[src/hw/rtl/tmprof_pkg.sv]
`timescale 1ns / 1ps
`default_nettype none
// ----------------------------------------------------------------------------
// tmprof_pkg
// Shared types, codes and widths of the trapezoid move profiler.
// ----------------------------------------------------------------------------
package tmprof_pkg;

   localparam int SPEED_W    = 11;
   localparam int CMD_W      = 12;
   localparam int PULSE_W    = 24;
   localparam int ENC_W      = 32;
   localparam int CSR_ADDR_W = 1;
   localparam int REQ_DATA_W = 64;
   localparam int RSP_DATA_W = 24;

   // command codes
   localparam logic CMD_TICK  = 1'b0;
   localparam logic CMD_START = 1'b1;

   // move kinds
   localparam logic [1:0] KIND_FWD   = 2'd0;
   localparam logic [1:0] KIND_LEFT  = 2'd1;
   localparam logic [1:0] KIND_RIGHT = 2'd2;

   // reported phase codes
   localparam logic [1:0] PH_IDLE   = 2'd0;
   localparam logic [1:0] PH_ACCEL  = 2'd1;
   localparam logic [1:0] PH_CRUISE = 2'd2;
   localparam logic [1:0] PH_DECEL  = 2'd3;

   // register indexes
   localparam logic [CSR_ADDR_W-1:0] REG_MAX_SPEED  = 1'd0;
   localparam logic [CSR_ADDR_W-1:0] REG_SPEED_STEP = 1'd1;

   localparam logic [SPEED_W-1:0] MAX_SPEED_RST  = 11'd1024;
   localparam logic [SPEED_W-1:0] SPEED_STEP_RST = 11'd51;

   typedef enum logic [3:0] {
      ST_IDLE   = 4'b0001,
      ST_ACCEL  = 4'b0010,
      ST_CRUISE = 4'b0100,
      ST_DECEL  = 4'b1000
   } move_state_type;

   typedef struct packed {
      logic               command;
      logic [1:0]         direction;
      logic [PULSE_W-1:0] target_pulses;
      logic [ENC_W-1:0]   encoder_count;
   } req_item_type;

   typedef struct packed {
      logic [CMD_W-1:0] left_speed;
      logic [CMD_W-1:0] right_speed;
      logic [1:0]       phase;
      logic             done_res;
   } rsp_item_type;

endpackage : tmprof_pkg
`default_nettype wire

[src/hw/rtl/tmprof_in_stage.sv]
`timescale 1ns / 1ps
`default_nettype none
// ----------------------------------------------------------------------------
// tmprof_in_stage
// Input register: captures one item and holds it until the core takes it.
// ----------------------------------------------------------------------------
module tmprof_in_stage
   import tmprof_pkg::*;
(
   input  wire logic                  clock,
   input  wire logic                  reset,
   input  wire logic                  req_tvalid,
   output      logic                  req_tready,
   input  wire logic [REQ_DATA_W-1:0] req_tdata,
   input  wire logic                  req_tuser,
   input  wire logic                  out_free,
   output      logic                  fire,
   output      req_item_type          item
);

   logic         valid_ff, valid_in;
   req_item_type item_ff, item_in;
   logic         take;

   assign fire       = valid_ff && out_free;
   assign req_tready = !valid_ff || out_free;
   assign take       = req_tvalid && req_tready;

   always_comb begin
      valid_in = valid_ff;
      item_in  = item_ff;
      if (take) begin
         valid_in               = 1'b1;
         item_in.command        = req_tuser;
         item_in.direction      = req_tdata[1:0];
         item_in.target_pulses  = req_tdata[PULSE_W+1:2];
         item_in.encoder_count  = req_tdata[ENC_W+PULSE_W+1:PULSE_W+2];
      end else if (fire) begin
         valid_in = 1'b0;
      end
   end

   always_ff @(posedge clock) begin
      if (reset) begin
         valid_ff <= 1'b0;
      end else begin
         valid_ff <= valid_in;
      end
      item_ff <= item_in;
   end

   assign item = item_ff;

endmodule : tmprof_in_stage
`default_nettype wire

[src/hw/rtl/tmprof_core.sv]
`timescale 1ns / 1ps
`default_nettype none
// ----------------------------------------------------------------------------
// tmprof_core
// Move state, config registers and the per-tick profile step.
// ----------------------------------------------------------------------------
module tmprof_core
   import tmprof_pkg::*;
(
   input  wire logic                  clock,
   input  wire logic                  reset,
   input  wire logic                  csr_we,
   input  wire logic [CSR_ADDR_W-1:0] csr_addr,
   input  wire logic [SPEED_W-1:0]    csr_wdata,
   input  wire logic                  fire,
   input  wire req_item_type          item,
   output      rsp_item_type          result
);

   logic [SPEED_W-1:0] max_speed_ff, speed_step_ff;
   move_state_type     state_ff, state_in;
   logic [SPEED_W-1:0] speed_ff, speed_in;
   logic [1:0]         kind_ff, kind_in;
   logic [PULSE_W-1:0] total_ff, total_in;
   logic [PULSE_W-1:0] limit_ff, limit_in;
   logic [ENC_W-1:0]   base_ff, base_in;

   logic [SPEED_W-1:0] step;
   logic [ENC_W-1:0]   diff, enc_dist;
   logic [ENC_W:0]     dist_x2;
   logic               under_half;
   logic [SPEED_W:0]   ramp_sum;
   logic [SPEED_W-1:0] ramp_up, ramp_down;
   logic               decel_eval, zero_out;
   logic [CMD_W-1:0]   pos_speed, neg_speed;

   assign step       = (speed_step_ff == '0) ? SPEED_W'(1) : speed_step_ff;
   assign diff       = item.encoder_count - base_ff;
   assign enc_dist   = diff[ENC_W-1] ? (ENC_W'(0) - diff) : diff;
   assign dist_x2    = {enc_dist, 1'b0};
   assign under_half = dist_x2 < {{(ENC_W+1-PULSE_W){1'b0}}, total_ff};
   assign ramp_sum   = {1'b0, speed_ff} + {1'b0, step};
   // saturate at the top and at zero
   assign ramp_up    = (ramp_sum > {1'b0, max_speed_ff}) ? max_speed_ff
                                                         : ramp_sum[SPEED_W-1:0];
   assign ramp_down  = (speed_ff > step) ? (speed_ff - step) : '0;

   always_comb begin
      state_in   = state_ff;
      speed_in   = speed_ff;
      kind_in    = kind_ff;
      total_in   = total_ff;
      limit_in   = limit_ff;
      base_in    = base_ff;
      decel_eval = 1'b0;
      zero_out   = 1'b0;
      result.phase    = PH_IDLE;
      result.done_res = 1'b0;
      if (item.command == CMD_START) begin
         kind_in      = item.direction;
         total_in     = item.target_pulses;
         speed_in     = '0;
         limit_in     = '0;
         base_in      = item.encoder_count;
         state_in     = ST_ACCEL;
         result.phase = PH_ACCEL;
      end else begin
         case (state_ff)
            ST_ACCEL: begin
               if (under_half && (speed_ff < max_speed_ff)) begin
                  speed_in     = ramp_up;
                  result.phase = PH_ACCEL;
               end else if (under_half) begin
                  // cruise starts at distance zero, so it always emits this tick
                  limit_in     = total_ff - dist_x2[PULSE_W-1:0];
                  base_in      = item.encoder_count;
                  state_in     = ST_CRUISE;
                  result.phase = PH_CRUISE;
               end else begin
                  base_in    = item.encoder_count;
                  decel_eval = 1'b1;
               end
            end
            ST_CRUISE: begin
               if (enc_dist < {{(ENC_W-PULSE_W){1'b0}}, limit_ff}) begin
                  result.phase = PH_CRUISE;
               end else begin
                  base_in    = item.encoder_count;
                  decel_eval = 1'b1;
               end
            end
            ST_DECEL: begin
               decel_eval = 1'b1;
            end
            ST_IDLE: begin
               zero_out = 1'b1;
            end
            default: begin
               zero_out = 1'b1;
            end
         endcase
         if (decel_eval) begin
            speed_in     = ramp_down;
            result.phase = PH_DECEL;
            if (ramp_down == '0) begin
               result.done_res = 1'b1;
               state_in        = ST_IDLE;
            end else begin
               state_in = ST_DECEL;
            end
         end
      end

      pos_speed = {1'b0, speed_in};
      neg_speed = CMD_W'(0) - pos_speed;
      if (zero_out) begin
         result.left_speed  = '0;
         result.right_speed = '0;
      end else begin
         case (kind_in)
            KIND_FWD: begin
               result.left_speed  = pos_speed;
               result.right_speed = pos_speed;
            end
            KIND_LEFT: begin
               result.left_speed  = neg_speed;
               result.right_speed = pos_speed;
            end
            KIND_RIGHT: begin
               result.left_speed  = pos_speed;
               result.right_speed = neg_speed;
            end
            default: begin
               result.left_speed  = '0;
               result.right_speed = '0;
            end
         endcase
      end
   end

   always_ff @(posedge clock) begin
      if (reset) begin
         max_speed_ff  <= MAX_SPEED_RST;
         speed_step_ff <= SPEED_STEP_RST;
         state_ff      <= ST_IDLE;
         speed_ff      <= '0;
         kind_ff       <= '0;
         total_ff      <= '0;
         limit_ff      <= '0;
         base_ff       <= '0;
      end else begin
         if (csr_we) begin
            case (csr_addr)
               REG_MAX_SPEED:  max_speed_ff  <= csr_wdata;
               REG_SPEED_STEP: speed_step_ff <= csr_wdata;
               default:        ;
            endcase
         end
         if (fire) begin
            state_ff <= state_in;
            speed_ff <= speed_in;
            kind_ff  <= kind_in;
            total_ff <= total_in;
            limit_ff <= limit_in;
            base_ff  <= base_in;
         end
      end
   end

endmodule : tmprof_core
`default_nettype wire

[src/hw/rtl/tmprof_out_stage.sv]
`timescale 1ns / 1ps
`default_nettype none
// ----------------------------------------------------------------------------
// tmprof_out_stage
// Result register: holds one result until the consumer takes it.
// ----------------------------------------------------------------------------
module tmprof_out_stage
   import tmprof_pkg::*;
(
   input  wire logic                  clock,
   input  wire logic                  reset,
   input  wire logic                  fire,
   input  wire rsp_item_type          result,
   output      logic                  out_free,
   output      logic                  rsp_tvalid,
   input  wire logic                  rsp_tready,
   output      logic [RSP_DATA_W-1:0] rsp_tdata,
   output      logic [1:0]            rsp_tuser,
   output      logic                  rsp_tlast
);

   logic         valid_ff, valid_in;
   rsp_item_type res_ff, res_in;

   assign out_free = !valid_ff || rsp_tready;

   always_comb begin
      valid_in = valid_ff;
      res_in   = res_ff;
      if (fire) begin
         valid_in = 1'b1;
         res_in   = result;
      end else if (rsp_tready) begin
         valid_in = 1'b0;
      end
   end

   always_ff @(posedge clock) begin
      if (reset) begin
         valid_ff <= 1'b0;
      end else begin
         valid_ff <= valid_in;
      end
      res_ff <= res_in;
   end

   assign rsp_tvalid = valid_ff;
   assign rsp_tdata  = {res_ff.right_speed, res_ff.left_speed};
   assign rsp_tuser  = res_ff.phase;
   assign rsp_tlast  = res_ff.done_res;

endmodule : tmprof_out_stage
`default_nettype wire

[src/hw/rtl/trapezoid_move_profiler_top.sv]
`timescale 1ns / 1ps
`default_nettype none
// ----------------------------------------------------------------------------
// trapezoid_move_profiler_top
// Trapezoidal speed profiler for a differential-drive move.
//
//   channel  direction  ports                          contents
//   req      in         req_tvalid/tready/tdata/tuser  start or tick item
//   rsp      out        rsp_tvalid/tready/tdata/tuser  wheel speeds, phase
//                       rsp_tlast                      move finished
//   csr      in         csr_we/addr/wdata              max_speed, speed_step
//
// one item per clock sustained while rsp is not stalled; a result is held
// in the result register for rsp; the move state updates in one pass through
// the core, between the input register and the result register
// reset (synchronous) empties both registers and returns the move to idle
// a stalled rsp holds its result while one more item waits in the input reg
// ----------------------------------------------------------------------------
module trapezoid_move_profiler_top
   import tmprof_pkg::*;
(
   input  wire logic                  clock,
   input  wire logic                  reset,
   input  wire logic                  req_tvalid,
   output      logic                  req_tready,
   // direction[1:0], target_pulses[25:2], encoder_count[57:26], zero fill
   input  wire logic [REQ_DATA_W-1:0] req_tdata,
   // command
   input  wire logic                  req_tuser,
   output      logic                  rsp_tvalid,
   input  wire logic                  rsp_tready,
   // left_speed[11:0], right_speed[23:12]
   output      logic [RSP_DATA_W-1:0] rsp_tdata,
   // phase
   output      logic [1:0]            rsp_tuser,
   output      logic                  rsp_tlast,
   input  wire logic                  csr_we,
   input  wire logic [CSR_ADDR_W-1:0] csr_addr,
   input  wire logic [SPEED_W-1:0]    csr_wdata
);

   logic         out_free;
   logic         fire;
   req_item_type item;
   rsp_item_type result;

   tmprof_in_stage u_in_stage (
      .clock      (clock),
      .reset      (reset),
      .req_tvalid (req_tvalid),
      .req_tready (req_tready),
      .req_tdata  (req_tdata),
      .req_tuser  (req_tuser),
      .out_free   (out_free),
      .fire       (fire),
      .item       (item)
   );

   tmprof_core u_core (
      .clock     (clock),
      .reset     (reset),
      .csr_we    (csr_we),
      .csr_addr  (csr_addr),
      .csr_wdata (csr_wdata),
      .fire      (fire),
      .item      (item),
      .result    (result)
   );

   tmprof_out_stage u_out_stage (
      .clock      (clock),
      .reset      (reset),
      .fire       (fire),
      .result     (result),
      .out_free   (out_free),
      .rsp_tvalid (rsp_tvalid),
      .rsp_tready (rsp_tready),
      .rsp_tdata  (rsp_tdata),
      .rsp_tuser  (rsp_tuser),
      .rsp_tlast  (rsp_tlast)
   );

endmodule : trapezoid_move_profiler_top
`default_nettype wire

[config.mk]
export PLATFORM = sky130hd
export DESIGN_NAME = trapezoid_move_profiler_top
export DESIGN_NICKNAME = d
export VERILOG_FILES = /design/src/hw/rtl/tmprof_pkg.sv /design/src/hw/rtl/tmprof_in_stage.sv /design/src/hw/rtl/tmprof_core.sv /design/src/hw/rtl/tmprof_out_stage.sv /design/src/hw/rtl/trapezoid_move_profiler_top.sv
export SDC_FILE = /design/constraint.sdc
export NUM_CORES = 1
export LEC_CHECK = 0
export BUFFER_PORTS_ARGS = -buffer_cell sky130_fd_sc_hd__clkbuf_2
export CORE_MARGIN = 2
export CORE_UTILIZATION = 40
export CTS_CLUSTER_SIZE = 30
export DETAILED_ROUTE_END_ITERATION = 8
export HOLD_SLACK_MARGIN = 0.05
export PLACE_DENSITY = 0.67
export SYNTH_ARGS = -nofsm -noshare
export SYNTH_HDL_FRONTEND = slang
export SYNTH_SLANG_ARGS = --single-unit
[constraint.sdc]
create_clock -name clock -period 17 [get_ports clock]
set_input_delay 2.55 -clock clock [delete_from_list [all_inputs] [get_ports clock]]
set_output_delay 2.55 -clock clock [all_outputs]
set_load 0.1 [all_outputs]
; ---- Yosys cells after proc, flatten, opt, wreduce, memory -nomap -nowiden
; Index checks and enable logic that the tools add are counted.
[word_totals]
reg_bits = 207
inputBits = 82
out_inout_bits = 29
[op_classes]
add_sub_neg = 6
order_cmp = 5
n_eq_ne = 9
mux = 41
bitwise = 2
n_reduce_logical = 26
[ops]
columns = cell, n
row1 = 32-bit 2-to-1 mux, 4
row2 = 24-bit 2-to-1 mux, 4
row3 = 11-bit 2-to-1 mux, 7
row4 = 24-bit case mux with 3 select lines, 1
row5 = 32-bit case mux with 2 select lines, 1
row6 = 33-bit by 24-bit less-than comparator with 1-bit output, 1
row7 = 32-bit by 24-bit less-than comparator with 1-bit output, 1
row8 = "1-bit by 32-bit subtractor with 32-bit output, first input constant", 1
row9 = 32-bit subtractor, 1
row10 = 4-bit 2-to-1 mux, 6
row11 = 24-bit subtractor, 1
row12 = 11-bit zero test, 2
row13 = 11-bit by 11-bit adder with 12-bit output, 1
row14 = 12-bit by 11-bit > comparator with 1-bit output, 1
row15 = 4-bit AND reduction, 3
row16 = "1-bit by 11-bit subtractor with 12-bit output, first input constant", 1
row17 = 11-bit > comparator, 1
row18 = 11-bit less-than comparator, 1
row19 = 1-bit 2-to-1 mux, 11
row20 = 11-bit subtractor, 1
row21 = "3-bit != test, second input constant", 3
row22 = 3-bit nonzero test, 3
row23 = 2-bit 2-to-1 mux, 4
row24 = 2-bit nonzero test, 4
row25 = other kinds (17), 25

; ---- Logic depth before layout (Yosys ltp)
; Gate-level depths: netlist of the first run.
[depth]
depth_word = 12
mapped_depth = 38

; ---- Cells and area by module
; Synthesis of the first run repeated with hierarchy kept, for this count alone.
[hier_totals]
hier_cells = 1788
area_unflattened_um2 = 15134.5
[by_module_without_submodules]
columns = mod, instances, cells_per_inst, area_per_inst_um2
row1 = tmprof_core, 1, 1692, 12443.2
row2 = tmprof_in_stage, 1, 65, 1834.3
row3 = tmprof_out_stage, 1, 31, 857.1

; ---- Worst setup path before layout of the first run
; No wires, ideal clock.
[synth_path]
kind = register -> register
startpoint = register u_in_stage.item_ff, in the netlist u_in_stage.item[13]
endpoint = register u_out_stage.res_ff, in the netlist u_out_stage.rsp_tdata[10], data pin
setup_time_ns = 0.266
arrival_ns = 6.718
required_time_ns = 16.734
path_slack_ns = 10.016
path_stages_with_launch = 36
path_buffers = 6
cell_sequence = edfxtp_1 -> ha_1 -> clkbuf_1 -> nand4_1 -> nor3_1 -> o211ai_2 -> a31o_2 -> o211a_1 -> o21ai_0 -> and3_1 -> clkbuf_1 -> buf_1 -> nor2_1 -> xnor2_1 -> ha_1 -> clkbuf_1 -> a21o_1 -> a21o_1 -> a21oi_1 -> o2111ai_1 -> a31oi_1 -> o2111a_1 -> and3_4 -> a2bb2oi_2 -> and2_4 -> buf_6 -> buf_2 -> or3_1 -> a21oi_1 -> inv_1 -> ha_1 -> inv_1 -> a311oi_2 -> nand4_1 -> mux2i_1 -> o211ai_1
[synth_between]
elab_chain_len = 12
elab_cells_between_ends = 17
cone_classes = add/sub: 3 / order compare: 2 / mux: 11 / reduce/logical: 1
[synth_rtl]
columns = element, line_no
row1 = "start, declared", tmprof_in_stage.sv:22  ; req_item_type item_ff, item_in;
row2 = "start signal, assigned", tmprof_in_stage.sv:49  ; item_ff <= item_in;
row3 = 32-bit subtractor (*), tmprof_core.sv:38  ; assign diff = item.encoder_count - base_ff;
row4 = 1-bit by 32-bit subtractor with 32-bit output, tmprof_core.sv:39  ; assign enc_dist = diff[ENC_W-1] ? (ENC_W'(0) - diff) : diff;
row5 = 32-bit 2-to-1 mux (*), tmprof_core.sv:39
row6 = 33-bit by 24-bit less-than comparator with 1-bit output, tmprof_core.sv:41  ; assign under_half = dist_x2 < {{(ENC_W+1-PULSE_W){1'b0}}, total_ff};
row7 = 1-bit 2-to-1 mux / 1-bit logical AND (equally long branches), "tmprof_core.sv:73, tmprof_core.sv:70"
row8 = 1-bit 2-to-1 mux, tmprof_core.sv:70  ; if (under_half && (speed_ff < max_speed_ff)) begin
row9 = 1-bit case mux with 3 select lines, tmprof_core.sv:68  ; case (state_ff)
row10 = 1-bit 2-to-1 mux, tmprof_core.sv:59  ; if (item.command == CMD_START) begin
row11 = 11-bit 2-to-1 mux (*), tmprof_core.sv:102  ; if (decel_eval) begin
row12 = 11-bit 2-to-1 mux (*), tmprof_core.sv:59
row13 = 1-bit by 11-bit subtractor with 12-bit output, tmprof_core.sv:115  ; neg_speed = CMD_W'(0) - pos_speed;
row14 = 24-bit case mux with 3 select lines (*), tmprof_core.sv:120  ; case (kind_in)
row15 = "end signal, assigned", tmprof_out_stage.sv:44  ; res_ff <= res_in;
row16 = "end, declared", tmprof_out_stage.sv:23  ; rsp_item_type res_ff, res_in;
; Mark *: on every way between the ends. The rest lies on a longest branch, timed or not. The select of a mux whose other input is x is not followed.
; A chain may end at the register's enable or synchronous reset.

; ---- Final worst setup path of the first run
[layout_path]
startpoint = register u_in_stage.item_ff, in the netlist u_in_stage.item[8]
endpoint = register u_out_stage.res_ff, in the netlist u_out_stage.rsp_tdata[10], data pin
; Same word-level chain as after synthesis.

==> impl_metrics.py, run 1 <==
metrics = {
    "timing": {
        "layout_min_cycle_time_ps": 8670,
        "tightestPinTransition_ps": 921,
        "max_slew_margin": 0.382,
        "hold-worst-slack_ps": 456,
        "post-route-period-util": 0.510,
        "fin_ws_ps": 8330,
        "hold_viol_final": 0,
        "slew_viol_final": 0,
        "grt_setup_unrepaired": "no",
        "fin_tns_setup_ps": 0,
        "finalSetupViolations": 0,
        "fmax_mhz": 115,
        "finClkSkew_ps": 18.8,
    },
    "logic_synthesis": {
        "synth-seq-area-share": 0.337,
        "synth_most_common_cell": "inv_1",
        "yosys_register_bits": 206,
        "synth.avg_cell_area_um2": 8.53,
        "synth-main-ff-cell": "dfxtp_1",
        "synth_top_area_share": 0.173,
        "synth.distinct_cells": 93,
        "synth_area_mm2": 0.0148,
        "ys_warn_count": 0,
        "synth_commonest_cells": "173 x inv_1, 166 x nand2_1, 159 x a21oi_1",
        "synth_fp_nets": 1960,
        "synth_top_area_cell": "edfxtp_1",
        "synth-edff-count": 85,
        "synthCells": 1730,
        "async_flop_share": 0,
        "synth_area_leaders": "edfxtp_1 17%, dfxtp_1 16%, ha_1 12%",
    },
    "layout": {
        "utilization": 0.453,
        "syn2layout_area_growth_pct": 11.9,
        "drive_gt1_frac": 0.110,
        "final_nets": 2027,
        "fillers": 3561,
        "diodes": 0,
    },
    "cts": {
        "post-cts-setup-buffer-count": 0,
        "clk_pin_slew_ps": 60,
        "cts_tree": "yes",
        "clock-sinks": 206,
        "htree_levels": 1,
        "clkLatencyLatePin_ps": 550,
        "cts_buffers": 25,
        "cts-hold-fix-buffers": 0,
        "cts-root-buf": "clkbuf_16",
        "clockBufferDepth": 3,
        "cts.repair.resized": 0,
    },
    "min_path": {
        "min-delay-start": "u_core.max_speed_ff[8]",
        "hold_class": "reg -> reg",
        "whs_path_depth": 2,
    },
    "global_routing": {
        "grt_pass1_vias": 12100,
        "grt_pass1_wl_mm": 59.2,
        "grt_max_degree": 66,
        "gr-usage-all-layers": 0.184,
        "gr-total-overflow": 0,
        "antenna_found_initial": 0,
    },
    "worst_setup_path": {
        "timing.critical_path.buf_inv": 2,
        "crit_path_end_kind": "register",
        "start_kind": "register",
        "worstPathMaxFanout": 16,
        "crit_family": "compound AO/OA/AOI/OAI gates",
        "path_class": "reg -> reg",
        "crit_path_top_delay_cell": "o21ai_0",
        "cp_slowest_stage_delay_ps": 810,
        "cp_num_cells": 31,
        "r2r-start": "u_in_stage.item[8]",
        "r2r_cells": 31,
        "critPathLaunch": "u_in_stage.item[8]",
        "critPathRequiredTime_ps": 17260,
        "arrival_ps": 8930,
    },
    "place": {
        "gp_congestion": 0.881,
        "pre_cts_ws_ps": 8300,
        "dpl.hpwl_mm": 26.7,
        "port-buffer-count": 104,
    },
    "route": {
        "totalWireLength_mm": 35.3,
        "vias": 12300,
        "routedWlPerCell_um": 15.4,
        "drt_iter0_drc": 732,
        "route.detailed.drc": 0,
        "vias_per_cell": 5.39,
        "ant_nets": 0,
        "detail_route.first_pass.iterations": 5,
    },
    "floorplanning": {
        "initial_core_util": 0.405,
        "rows": 70,
        "core-area_mm2": 0.0364,
        "die-height_um": 196,
        "io_pins": 111,
        "die_w_um": 196,
        "dieArea_mm2": 0.0384,
    },
    "power": {
        "p_per_area_mw_per_mm2": 95.8,
        "peakVddDrop_mv": 0.0772,
        "cellLeakagePower_nw": 6.54,
    },
    "job": {
        "cap_violations": 0,
    },
    "outcome": {
        "outcome": "complete, no violations",
    },
}
[path summary, 6_finish.rpt]
| check | to | slack (ps) |
|---|---|---|
| setup / recovery | u_out_stage.rsp_tdata[10] | 8330 |
| hold reg to reg | u_core.max_speed_ff[8] | 460 |
| setup reg to reg | u_out_stage.rsp_tdata[10] | 8330 |
| hold / removal | u_core.max_speed_ff[8] | 460 |
[kinds of logic after synthesis]
logic type | count (synthesis) | share of synthesized area
DFF | 206 | 0.337
AOI/OAI and AO/OA | 433 | 0.196
adders and majority gates | 148 | 0.128
and+or+nand+nor | 555 | 0.182
buffers and inverters | 247 | 0.0663
muxes | 76 | 0.0528
xor gates and xnor gates | 65 | 0.0391
[flip-flops by register name, summed over array words and instances, names as in the netlist]
signal                  cells
u_core.base_ff             32
u_core.kind_ff              2
u_core.limit_ff            24
u_core.max_speed_ff        11
u_core.speed_ff            11
u_core.speed_step_ff       11
u_core.state_ff             4
u_core.total_ff            24
u_in_stage.item            59
u_in_stage.valid_ff         1
u_out_stage.rsp_tdata      23
u_out_stage.rsp_tlast       1
u_out_stage.rsp_tuser       2
u_out_stage.rsp_tvalid      1
[power breakdown]
part | total [W] | switching (W) | internal, W
combinational | 0.000455 | 0.000275 | 0.000180
clock | 0.000574 | 0.000218 | 0.000355
sequential | 0.000553 | 0.0000141 | 0.000538
total | 0.00158 | 0.000508 | 0.00107
[routing by layer]
layer | global-route usage | wire length, um
met1 | 0.233 | 15900
met2 | 0.329 | 17200
met3 | 0.0244 | 1290
met4 | 0.0485 | 871
met5 | 0 | 0
[area by class of cell]
type | instances | area [um^2] | share of cell area
multi-input cells | 1277 | 8820 | 0.534
flip-flops and latches | 206 | 4970 | 0.301
clock buffers | 29 | 662 | 0.0401
inverters | 173 | 649 | 0.0393
repair buffers | 114 | 598 | 0.0362
well taps | 468 | 586 | 0.0355
clock inverters | 17 | 221 | 0.0134
[worst register-to-register path, delay by kind of cell (launching register included)]
family / cells / cell delay (ps)
fa+ha+maj: 3 / 1010
simple gates: 7 / 2130
flops: 1 / 400
mux: 2 / 640
compound gates: 17 / 4030
buf+inv: 2 / 190
[metrics by stage]
stage,instances,instance area (um^2),total power [W]
detailed placement,2238,15600,0.00101
floorplan,1730,14800,0.000912
global route,2284,16500,0.00168
global placement,2238,15600,0.00100
CTS,2284,16500,0.00160
finish,2284,16500,0.00158
[placed cells by master, fill, tap and decap left out, drive strengths merged, types with 30 or more instances in the layout]
cell type / instances
inv: 176
nand2: 166
a21oi: 161
nor2: 153
ha: 144
clkbuf: 132
dfxtp: 121
edfxtp: 85
o21ai: 66
mux2i: 64
xnor2: 39
nor3: 33
nand3: 30
a211oi: 30
(Power assumes the default switching activity.)
==> run 2: changes to the inputs <==
==> constraint.sdc (replaced) <==
create_clock -name clock -period 8.25 [get_ports clock]
set_input_delay 1.2375 -clock clock [delete_from_list [all_inputs] [get_ports clock]]
set_output_delay 1.2375 -clock clock [all_outputs]
set_load 0.1 [all_outputs]
==> run 2 against run 1 <==
Net effect:
- maximum frequency increased by 14%
- first-iteration DRC count down 1.6%
- power grew 98%
- cell area fell by 0.25%
- largest cell class unchanged
- die area is the same
- worst setup slack worse by 7700 ps
- clock power rose by 83%
- non-clock buffer count is 9 higher
- combinational power grew 110%
- flip-flop and latch count unchanged
- register-to-register slack worse by 7700 ps
==> impl_metrics.py, run 2 (same netlist as run 1, synthesis figures left out) <==
metrics = {
    "power": {
        "internal_power_w": 0.00212,
        "combPwrFrac": 0.301,
        "peakVddDrop_mv": 0.181,
        "p_total_w": 0.00313,
        "p_sw_w": 0.00102,
        "p_per_area_mw_per_mm2": 190,
        "cellLeakagePower_nw": 6.52,
        "pwr-share-clk": 0.336,
        "power.share.switching": 0.325,
        "seq_power_share": 0.363,
    },
    "cts": {
        "cts_buffers": 24,
        "clk_pin_slew_ps": 60,
        "post-cts-setup-buffer-count": 0,
        "cts.repair.resized": 0,
        "clkLatencyLatePin_ps": 540,
        "cts-hold-fix-buffers": 0,
        "htree_levels": 1,
        "cts_tree": "yes",
        "clockBufferDepth": 3,
        "cts-root-buf": "clkbuf_16",
        "clock-sinks": 206,
    },
    "global_routing": {
        "gr-usage-all-layers": 0.183,
        "grt_pass1_wl_mm": 58.3,
        "grt_pass1_vias": 11900,
        "grt_max_degree": 72,
        "gr-total-overflow": 0,
        "antenna_found_initial": 0,
    },
    "timing": {
        "finClkSkew_ps": 11.6,
        "fmax_mhz": 131,
        "fin_tns_setup_ps": 0,
        "slew_viol_final": 0,
        "layout_min_cycle_time_ps": 7610,
        "tightestPinTransition_ps": 986,
        "hold_viol_final": 0,
        "max_slew_margin": 0.341,
        "hold-worst-slack_ps": 458,
        "finalSetupViolations": 0,
        "grt_setup_unrepaired": "no",
        "post-route-period-util": 0.923,
    },
    "min_path": {
        "whs_path_depth": 2,
        "min-delay-start": "u_core.total_ff[23]",
        "hold_class": "reg -> reg",
        "min_to": "u_core.total_ff[23]",
    },
    "outcome": {
        "outcome": "complete, no violations",
    },
    "route": {
        "routedWlPerCell_um": 15.5,
        "vias": 12400,
        "detail_route.first_pass.iterations": 5,
        "ant_nets": 0,
        "route.detailed.drc": 0,
        "drt_iter0_drc": 720,
        "vias_per_cell": 5.42,
        "totalWireLength_mm": 35.4,
    },
    "floorplanning": {
        "io_pins": 111,
        "core-area_mm2": 0.0364,
        "rows": 70,
        "dieArea_mm2": 0.0384,
        "die-height_um": 196,
        "die_w_um": 196,
        "initial_core_util": 0.405,
    },
    "worst_setup_path": {
        "crit_path_end_kind": "register",
        "arrival_ps": 7870,
        "reg2reg_to": "u_out_stage.rsp_tdata[22]",
        "cp_slowest_stage_delay_ps": 530,
        "path_class": "reg -> reg",
        "r2r_cells": 34,
        "r2r_setup_slack_ps": 640,
        "worstPathMaxFanout": 13,
        "cp_common_cell": "o21a_1",
        "start_kind": "register",
        "r2r-start": "u_in_stage.item[4]",
        "critPathRequiredTime_ps": 8510,
        "crit_path_top_delay_cell": "ha_1",
    },
    "layout": {
        "largest_reg_flops": 59,
        "final_nets": 2035,
        "drive_gt1_frac": 0.109,
        "diodes": 0,
        "layout_common_cells": "173 x inv_1, 166 x nand2_1, 159 x a21oi_1",
        "fillers": 3587,
        "final_common_cell": "inv_1",
        "syn2layout_area_growth_pct": 11.6,
    },
    "place": {
        "dpl.hpwl_mm": 26.8,
        "port-buffer-count": 104,
        "gp_congestion": 0.896,
    },
    "job": {
        "cap_violations": 0,
    },
}
## run 2: changes by cell type in the layout (fill, tap and decap cells not counted), sizes merged
| cell | previous run | this run |
|---|---|---|
| buf | 11 | 20 |
| clkbuf | 132 | 139 |
| bufinv | 5 | 2 |
| inv | 176 | 173 |
| clkinv | 7 | 5 |
| clkinvlp | 2 | 1 |
## run 2: layer usage
layer,GRT usage,share of wire
met1,0.227,0.45
met2,0.325,0.48
met3,0.0265,0.039
met4,0.0603,0.031
met5,0,0
## run 2: worst max-delay path, delay by kind of cell (launching register included)
kind	cells	cell delay (ps)
adder cells (fa/ha/maj)	3	960
buffers and inverters	3	400
flip-flops	1	390
AO/OA/AOI/OAI	19	3540
multiplexers	1	240
AND/OR/NAND/NOR	8	1780
## run 2: how the worst max path moves through the flow
stage | startpoint | slack (ps) | depth (start not counted) | to
3_3_place_gp | u_in_stage.item[8] | 800 | 34 | u_out_stage.rsp_tdata[22]
6_report | u_in_stage.item[4] | 640 | 34 | u_out_stage.rsp_tdata[22]
3_5_place_dp | u_in_stage.item[8] | 720 | 33 | u_out_stage.rsp_tdata[22]
4_1_cts | u_in_stage.item[4] | 660 | 32 | u_out_stage.rsp_tdata[22]
5_1_grt | u_in_stage.item[0] | 50 | 33 | u_out_stage.rsp_tdata[22]
2_1_floorplan | u_in_stage.item[13] | 1270 | 35 | u_out_stage.rsp_tdata[10]
## run 2: stage by stage
step | instance area [um^2] | worst slack, ps | util | std cells
after floorplan | 14800 | 1270 | - | 1730
after global placement | 15700 | 798 | 0.431 | 2247
after detailed placement | 15700 | 717 | 0.431 | 2247
after CTS | 16500 | 655 | 0.452 | 2291
after global routing | 16500 | 52.9 | 0.452 | 2291
final | 16500 | 637 | 0.452 | 2291
## run 2: final cells by class
class / instances / area (um^2) / share of cell area
multi-input combinational: 1277 / 8820 / 0.536
sequential: 206 / 4970 / 0.302
clock buffer: 36 / 687 / 0.0417
timing repair buffer: 123 / 666 / 0.0404
inverter: 173 / 649 / 0.0394
tap: 468 / 586 / 0.0356
clock inverter: 8 / 87.6 / 0.00532
## run 2: power by group through the flow
stage	clock network, W	registers (W)	logic [W]
after global placement	0	0.00116	0.000911
after global routing	0.00112	0.00114	0.00106
after CTS	0.00109	0.00114	0.000939
after detailed placement	0	0.00116	0.000932
final	0.00105	0.00114	0.000943
after floorplan	0	0.00118	0.000696
